===== src/rtl/smt_pkg.sv =====
// Shared types, codes and sizes of the sorted multiset table.
`default_nettype none
package smt_pkg;

  // Field widths of the request and result channels.
  localparam int unsigned DataW     = 32;
  localparam int unsigned FuncW     = 2;
  localparam int unsigned StatusW   = 2;
  localparam int unsigned CountW    = 7;
  localparam int unsigned InTdataW  = 32;
  localparam int unsigned InTuserW  = 2;
  localparam int unsigned OutFieldW = StatusW + 1 + CountW + 1 + 2 * DataW;
  localparam int unsigned OutTdataW = ((OutFieldW + 7) / 8) * 8;

  // Default number of entries held by the table.
  localparam int unsigned DefCapacity = 64;

  // Operation codes; the unused code behaves as a search.
  localparam logic [FuncW-1:0] FuncInsert = 2'd0;
  localparam logic [FuncW-1:0] FuncDelete = 2'd1;
  localparam logic [FuncW-1:0] FuncSearch = 2'd2;

  // Result status codes.
  localparam logic [StatusW-1:0] StatusDone     = 2'd0;
  localparam logic [StatusW-1:0] StatusNotFound = 2'd1;
  localparam logic [StatusW-1:0] StatusFull     = 2'd2;

  // What one cell shows its neighbours.
  typedef struct packed {
    logic                    occ;
    logic                    lt;
    logic signed [DataW-1:0] entry;
  } link_t;

  // Command broadcast to every cell of the row.
  typedef struct packed {
    logic                    ins;
    logic                    del;
    logic signed [DataW-1:0] value;
  } cmd_t;

endpackage
`default_nettype wire


===== src/rtl/smt_cell.sv =====
// One slot of the sorted row: holds an entry and shifts with its neighbours.
`default_nettype none
module smt_cell (
  input  wire             clk_i,
  input  wire             rst_ni,
  input  smt_pkg::cmd_t   cmd_i,
  input  smt_pkg::link_t  prev_i,
  input  smt_pkg::link_t  next_i,
  output smt_pkg::link_t  link_o,
  output logic            hit_o,
  output logic            last_o
);

  logic                            occ_q, occ_d;
  logic signed [smt_pkg::DataW-1:0] entry_q, entry_d;
  logic                            lt;

  // The entry sorts strictly below the requested value.
  assign lt = occ_q && (entry_q < cmd_i.value);

  // This slot is the lower bound and holds an equal value.
  assign hit_o  = occ_q && prev_i.lt && !lt && (entry_q == cmd_i.value);
  assign last_o = occ_q && !next_i.occ;

  assign link_o.occ   = occ_q;
  assign link_o.lt    = lt;
  assign link_o.entry = entry_q;

  // Slots at or above the lower bound move up on insert and down on delete.
  always_comb begin
    occ_d   = occ_q;
    entry_d = entry_q;
    if (cmd_i.ins) begin
      occ_d = prev_i.occ;
      if (!lt) begin
        entry_d = prev_i.lt ? cmd_i.value : prev_i.entry;
      end
    end else if (cmd_i.del) begin
      occ_d = next_i.occ;
      if (!lt) begin
        entry_d = next_i.entry;
      end
    end
  end

  // Occupancy is control state; the entry itself needs no reset.
  always_ff @(posedge clk_i or negedge rst_ni) begin
    if (!rst_ni) begin
      occ_q <= 1'b0;
    end else begin
      occ_q <= occ_d;
    end
  end

  always_ff @(posedge clk_i) begin
    entry_q <= entry_d;
  end

endmodule
`default_nettype wire


===== config.mk =====
export PLATFORM = sky130hd
export DESIGN_NAME = smt_cell
export DESIGN_NICKNAME = d
export VERILOG_FILES = /design/src/rtl/smt_pkg.sv /design/src/rtl/smt_cell.sv
export SDC_FILE = /design/constraint.sdc
export NUM_CORES = 1
export LEC_CHECK = 0
export BUFFER_PORTS_ARGS = -buffer_cell sky130_fd_sc_hd__buf_4
export CAP_MARGIN = 20
export CORE_MARGIN = 3
export CORE_UTILIZATION = 30
export CTS_CLUSTER_SIZE = 28
export DETAILED_ROUTE_END_ITERATION = 12
export HOLD_SLACK_MARGIN = 0.1
export PLACE_DENSITY_LB_ADDON = 0.05
export SETUP_SLACK_MARGIN = 0.5
export SYNTH_ARGS = -nofsm -noshare
export SYNTH_HDL_FRONTEND = slang
export SYNTH_SLANG_ARGS = --single-unit

===== constraint.sdc =====
create_clock -name clk_i -period 10.7 [get_ports clk_i]
set_input_delay 0 -clock clk_i [delete_from_list [all_inputs] [get_ports clk_i]]
set_output_delay 0 -clock clk_i [all_outputs]
set_load 0.01 [all_outputs]

; After elaboration in Yosys (flattened, before gate mapping)
; Cells that the tools add are included.
; Widths: inputs -> output; s select.
[op_classes]
n_lt_le_gt_ge = 1
n_eq_ne = 1
muxes = 7
n_bitwise = 1
n_reduce_logical = 9
[op_table]
columns = operator, count
row1 = $mux 32, 5
row2 = $eq 32x32->1, 1
row3 = $lt 32x32->1, 1
row4 = $logic_and 1x1->1, 5
row5 = $logic_not 1->1, 2
row6 = $mux 1, 2
row7 = $reduce_and 2->1, 1
row8 = $reduce_bool 2->1, 1
row9 = $not 1->1, 1
[totals]
register_bits = 33
inputBits = 104
output_inout_bits = 36
wordCells = 21

; Depth between registers and ports, before layout
; Gate-level depths: netlist of run 1.
[logic_depth]
word_depth = 5
depth_mapped = 9

; Least setup slack after synthesis of run 1
; OpenSTA, ideal clock, no wires.
[synth_path]
kind = register to register
startpoint = register entry_q[23] in the netlist's numbering
endpoint = register entry_q[0] in the netlist's numbering, enable pin
setup_time_ps = 441
arrival_time_ps = 3306
t_required_ps = 10259
slack_ps = 6953
path_stages_with_launch = 8
n_path_buf = 0
synth_period_minus_slack_ps = 3747
path_cell_list = edfxtp_1 > ha_1 > a21oi_1 > o21a_1 > o221ai_1 > a21boi_0 > nand4_1 > a31oi_1
[synth_via]
elab_chain_len = 4
[synth_lines]
columns = item, line
row1 = start: declaration, smt_cell.sv:15  ; logic signed [smt_pkg::DataW-1:0] entry_q, entry_d;
row2 = start signal: assignment, smt_cell.sv:56  ; entry_q <= entry_d;
row3 = $lt 32x32->1, smt_cell.sv:19  ; assign lt = occ_q && (entry_q < cmd_i.value);
row4 = $logic_and 1x1->1, smt_cell.sv:19
row5 = $not 1->1 (no source line), n/a
row6 = $reduce_and 2->1 (no source line), n/a
; No other way between the ends.
; A chain may end at the register's enable or synchronous reset.

; Final worst setup path of run 1
[layout_path]
startpoint = register entry_q[23] in the netlist's numbering
endpoint = register entry_q[7] in the netlist's numbering, enable pin
; Same word-level chain as after synthesis.

==> impl_metrics.json, run 1 <==
{
  "slew_viol_final": 0,
  "timing.rr.start": "entry_q[23]$_DFFE_PP_",
  "antenna_found_initial": 0,
  "cp-start-kind": "register",
  "tightest_slew_ps": 656,
  "layout-drive-gt1-share_pct": 32.6,
  "htreeDepth": 2,
  "slew_headroom_pct": 56.3,
  "r2r-end": "entry_q[7]$_DFFE_PP_",
  "hp-start": "prev_i[0]",
  "holdCritPathClass": "in2reg",
  "cts_root_buffer": "clkbuf_8",
  "die_x_um": 98.1,
  "p_total_w": 0.000435,
  "whs_endpoint": "entry_q[0]$_DFFE_PP_",
  "place.gp.congestion": 0.701,
  "p_seq_share_pct": 40.3,
  "fin_crit_ps": 2960,
  "clock_latency_ps": 280,
  "grt_start_max_net_pins": 68,
  "cts-buffers-inserted": 5,
  "end_kind": "register",
  "yosys_warnings": 0,
  "switching_share_pct": 30.0,
  "grt_overflow": 0,
  "fin_worst_skew_ps": 2.51,
  "setup_viol": 0,
  "muxShareOfSynthArea_pct": 13.0,
  "critPathArrivalTime_ps": 2930,
  "std_cell_rows": 32,
  "ys_seq_area_share_pct": 38.8,
  "syn2layout_area_growth_pct": 67.5,
  "cts.reportedPaths.clkPinSlew_ps": 70,
  "path_buf_inv": 1,
  "ys_ff_latch": 33,
  "slowest_delay_ps": 500,
  "whs_ps": 105,
  "grt_pass1_vias": 2669,
  "routed_wl_um": 7370,
  "ir_drop_uv": 66.1,
  "synth_cells": 269,
  "wire_per_inst_um": 13.3,
  "cts_tree": "done",
  "final_common_cell": "buf_4",
  "p_leak_nw": 2.07,
  "hpwl_um": 5560,
  "hold_viol": 0,
  "top_level_ports": 140,
  "crit_chain": "ha_1 -> nand4_1 -> nor4_2 -> o31ai_1 -> a31o_1 -> a31oi_4 -> buf_4",
  "synth_xor_xnor_area_share_pct": 0,
  "cts_setup_buffers": 0,
  "yosys.cell_types.count": 29,
  "n_antenna_cell": 0,
  "syn_area_per_cell_um2": 9.45,
  "combPwrFrac_pct": 39.1,
  "cts_buffer_depth": 2,
  "layout_common_cells": "buf_4 (139), dlygate4sd3_1 (51), a21oi_1 (48), inv_1 (34), nor2_1 (34)",
  "io_buffers": 138,
  "rr_worst_depth": 7,
  "synth_top_area_cell": "edfxtp_1",
  "cp_max_fo": 19,
  "min_delay_path_depth": 3,
  "initial_core_util_pct": 31.9,
  "final_util_pct": 53.5,
  "grt_pass1_wl_um": 11800,
  "synthSimpleGateAreaFrac_pct": 11.6,
  "synthesis.nets": 405,
  "yosys-top-cells-area": "edfxtp_1 (38%), ha_1 (16%), mux2i_1 (13%), a21oi_1 (9.4%), inv_1 (5.0%)",
  "clkSinkCount": 33,
  "viasPerCell": 4.62,
  "synth_compound_area_share_pct": 13.5,
  "vias": 2571,
  "rsz0062_at_grt": "false",
  "drc": 0,
  "nets": 589,
  "power.switching_w": 0.000131,
  "p_clk_share_pct": 20.6,
  "dieHeight_um": 98.1,
  "power_density_nw_per_um2": 102,
  "synth_top_family_by_area": "adder cells",
  "synth_fa_ha_area_share_pct": 15.7,
  "dr.pass1.iters": 3,
  "p_int_w": 0.000305,
  "tns_ps": 0,
  "post_cts_resized": 0,
  "core_um2": 7970,
  "gr-usage-all-layers_pct": 15.0,
  "fill_cells": 769,
  "drt-initial-drc-count": 60,
  "netlist_area_um2": 2540,
  "max_cap_viol_count": 0,
  "path_delay_family": "compound AO/OA/AOI/OAI gates",
  "die-area_um2": 9620,
  "synthDominantCellAreaShare_pct": 37.8,
  "rrSetupSlack_ps": 7740,
  "outcome": "completed",
  "critPathRequiredTime_ps": 10660,
  "critical-path-slowest-cell": "a31oi_4",
  "ant_nets": 0,
  "min_period_over_period_pct": 27.7,
  "criticalPathCategory": "reg2reg",
  "clock.fmax_ghz": 0.337
}
==> synthesized netlist by cell type <==
master	n
a21boi_0	2
o21a_1	2
nor3_1	3
inv_1	34
nand4_1	6
buf_4	2
mux2i_1	33
o31ai_1	1
a21oi_1	48
nor4_2	1
a31oi_1	2
nor4_1	1
dfrtp_1	1
buf_2	3
nand4_2	1
a31o_1	1
clkbuf_1	4
nor2b_1	2
o21ai_0	4
and3_1	1
nand2_1	9
edfxtp_1	32
nand3_1	2
nor2_1	34
o221ai_1	1
nand4_4	1
o211ai_1	2
ha_1	32
buf_1	4
==> what timing repair did <==
item / 4_1_cts / 5_1_grt
endpoints found under the setup margin: 0 / 0
hold buffers: 50 / 1
hold endpoints to repair: 33 / 1
==> registers in the layout, indices dropped and copies added (netlist names) <==
register	flops
entry_q	32
occ_q	1
==> cells by family after synthesis <==
| kind of cell | count (synthesis) |
|---|---|
| AO/OA/AOI/OAI | 63 |
| adder cells (fa/ha/maj) | 32 |
| buffers and inverters | 47 |
| flip-flops | 33 |
| multiplexers | 33 |
| AND/OR/NAND/NOR | 61 |
==> per-layer routing <==
layer | share of wire (%) | global-route usage, %
met5 | 0 | 0
met4 | 0.79 | 4.15
met3 | 7.7 | 4.43
met2 | 52 | 28.1
met1 | 40 | 16.4
==> stage by stage <==
stage	instance area, µm²	worst slack, ps	instances
floorplan	2540	6950	269
global placement	3670	7630	497
global route	4260	7430	556
detailed placement	3670	7610	497
CTS	4250	7610	555
finish	4260	7740	556
==> tightest hold or removal path: cells and delay by family <==
kind | cells | cell delay (ps)
compound gates | 1 | 130
buf+inv | 1 | 70
mux | 1 | 50
==> worst max-delay path by stage <==
stage,start,endpoint,slack [ps],cells after the start
final,entry_q[23]$_DFFE_PP_,entry_q[7]$_DFFE_PP_,7740,7
after global routing,entry_q[31]$_DFFE_PP_,entry_q[13]$_DFFE_PP_,7430,8
after CTS,entry_q[23]$_DFFE_PP_,entry_q[13]$_DFFE_PP_,7610,7
after detailed placement,entry_q[23]$_DFFE_PP_,entry_q[7]$_DFFE_PP_,7610,7
after floorplan,entry_q[23]$_DFFE_PP_,entry_q[0]$_DFFE_PP_,6950,7
after global placement,entry_q[23]$_DFFE_PP_,entry_q[7]$_DFFE_PP_,7630,7
==> final cells by class <==
cell class	count	area [µm²]	share of cell area, %
Sequential cell	33	986	23.1
Multi-Input combinational cell	189	1380	32.5
Inverter	34	128	3.00
Timing Repair Buffer	190	1550	36.5
Tap cell	102	128	3.00
Clock buffer	8	80.1	1.88
==> power by group through the flow <==
stage	Clock, W	Combinational [W]	Sequential (W)
2_1_floorplan	0	0.0000704	0.000186
3_3_place_gp	0	0.000155	0.000178
3_5_place_dp	0	0.000157	0.000179
4_1_cts	0.0000944	0.000174	0.000176
5_1_grt	0.0000991	0.000191	0.000178
6_report	0.0000897	0.000170	0.000176
No activity file was read; power rests on OpenSTA's default activity.
==> run 2: changes to the inputs <==
- clock period: 10.7 -> 3.1 ns (I/O delays scaled with it)
==> run 2 against run 1 <==
Compared with the run above: flip-flop and latch count is the same; combinational power grew to 3.7 times the previous value; design area up 3.0%; wire length increased by 3.0%; worst setup slack worse by 7100 ps; critical endpoint is now entry_q[9]$_DFFE_PP_.
==> impl_metrics.json, run 2 (synthesis gave the netlist of run 1 again) <==
{
  "slew_headroom_pct": 56.8,
  "critical-path-slowest-cell": "edfxtp_1",
  "drc": 0,
  "tns_ps": 0,
  "criticalPathCategory": "reg2reg",
  "slew_viol_final": 0,
  "vias": 2601,
  "syn2layout_area_growth_pct": 72.5,
  "cts_setup_buffers": 0,
  "combPwrFrac_pct": 40.5,
  "cts_tree": "done",
  "critPathRequiredTime_ps": 3080,
  "nets": 594,
  "core_um2": 7970,
  "outcome": "completed",
  "power_density_nw_per_um2": 352,
  "hpwl_um": 5560,
  "p_int_w": 0.00107,
  "p_seq_share_pct": 39.4,
  "dr.pass1.iters": 4,
  "cts_root_buffer": "clkbuf_8",
  "largest_reg_flops": 32,
  "layout_common_cells": "buf_4 (140), dlygate4sd3_1 (54), a21oi_1 (48), inv_1 (34), nor2_1 (34)",
  "drt-initial-drc-count": 52,
  "end_kind": "register",
  "p_total_w": 0.00154,
  "hold_viol": 0,
  "die_x_um": 98.1,
  "die-area_um2": 9620,
  "initial_core_util_pct": 31.9,
  "cp-start-kind": "register",
  "switching_share_pct": 30.8,
  "fill_cells": 763,
  "clkSinkCount": 33,
  "fin_crit_ps": 2460,
  "top_level_ports": 140,
  "htreeDepth": 2,
  "grt_pass1_wl_um": 12400,
  "slowest_delay_ps": 390,
  "rrSetupSlack_ps": 640,
  "crit_chain": "ha_1 -> nand4_4 -> nor4_4 -> o211ai_1 -> a31o_1 -> a31oi_4 -> buf_8",
  "holdCritPathClass": "in2reg",
  "io_buffers": 138,
  "n_antenna_cell": 0,
  "routed_wl_um": 7590,
  "antenna_found_initial": 0,
  "layout-drive-gt1-share_pct": 34.1,
  "clock.fmax_ghz": 0.407,
  "cts_buffer_depth": 2,
  "critPathArrivalTime_ps": 2440,
  "tightest_slew_ps": 649,
  "ant_nets": 0,
  "setup_viol": 0,
  "cts-buffers-inserted": 5,
  "fin_worst_skew_ps": 9.77,
  "rsz0062_at_grt": "true",
  "path_delay_family": "compound AO/OA/AOI/OAI gates",
  "max_cap_viol_count": 0,
  "p_clk_share_pct": 20.2,
  "std_cell_rows": 32,
  "p_leak_nw": 2.10,
  "grt_start_max_net_pins": 67,
  "top_register": "entry_q",
  "largestRegisters": "entry_q: 32 flops, occ_q: 1 flops",
  "path_buf_inv": 1,
  "power.switching_w": 0.000475,
  "grt_overflow": 0,
  "cp_max_fo": 21,
  "clock_latency_ps": 280,
  "gr-usage-all-layers_pct": 15.7,
  "viasPerCell": 4.64,
  "place.gp.congestion": 0.722,
  "ir_drop_uv": 198,
  "cts.reportedPaths.clkPinSlew_ps": 70,
  "min_period_over_period_pct": 79.3,
  "grt_pass1_vias": 2719,
  "final_common_cell": "buf_4",
  "dieHeight_um": 98.1,
  "wire_per_inst_um": 13.6
}
==> run 2: worst paths after layout <==
path	to	from	cells past startpoint
max	entry_q[9]$_DFFE_PP_	entry_q[27]$_DFFE_PP_	7
min	entry_q[20]$_DFFE_PP_	next_i[20]	3
max reg2reg	entry_q[9]$_DFFE_PP_	entry_q[27]$_DFFE_PP_	7
min reg2reg	entry_q[14]$_DFFE_PP_	occ_q$_DFFE_PN0P_	2
max in group asynchronous	occ_q$_DFFE_PN0P_	rst_ni	3
min in group asynchronous	occ_q$_DFFE_PN0P_	rst_ni	3
==> run 2: per-stage QoR <==
stage	instance area [µm²]	instances	setup slack, ps	util, %	hold slack, ps
2_1_floorplan	2620	269	480	-	-296
3_3_place_gp	3740	499	534	47.0	-225
3_5_place_dp	3740	499	513	47.0	-221
4_1_cts	4360	560	500	54.7	102
5_1_grt	4390	560	492	55.0	101
6_report	4390	560	640	55.0	80.0
==> run 2: per-layer routing <==
layer,global-route usage (%),up-vias,part of all wire [%]
met5,0,-,0
met4,2.88,0,0.86
met3,3.86,6,6.0
met2,30.2,74,54
met1,17.5,1180,40
li1,-,1341,-
==> run 2: worst reg2reg max path, delay by kind of cell, from the launching register on <==
family	cells	cell delay, ps
buffers and inverters	1	230
adders and majority gates	1	370
and+or+nand+nor	2	510
AOI/OAI and AO/OA	3	660
DFF	1	390
==> run 2: timing repair <==
| item | 4_1_cts | 5_1_grt |
|---|---|---|
| resized for setup | 0 | 6 |
| hold buffers | 54 | 0 |
| endpoints found under the setup margin | 0 | 34 |
| hold endpoints to repair | 32 | 0 |
==> run 2: cell type report <==
| class | instances | area, µm² | share of cell area (%) |
|---|---|---|---|
| Inverter | 34 | 128 | 2.91 |
| Timing Repair Buffer | 195 | 1610 | 36.6 |
| Tap cell | 102 | 128 | 2.91 |
| Clock inverter | 1 | 3.75 | 0.0856 |
| Multi-Input combinational cell | 189 | 1460 | 33.3 |
| Clock buffer | 6 | 72.6 | 1.65 |
| Sequential cell | 33 | 986 | 22.5 |
==> run 2: power by group through the flow <==
| stage | Clock (W) | Sequential [W] | Combinational (W) |
|---|---|---|---|
| after floorplan | 0 | 0.000644 | 0.000263 |
| after CTS | 0.000322 | 0.000608 | 0.000626 |
| final | 0.000311 | 0.000607 | 0.000624 |
| after global placement | 0 | 0.000616 | 0.000554 |
| after global routing | 0.000337 | 0.000616 | 0.000697 |
| after detailed placement | 0 | 0.000618 | 0.000558 |
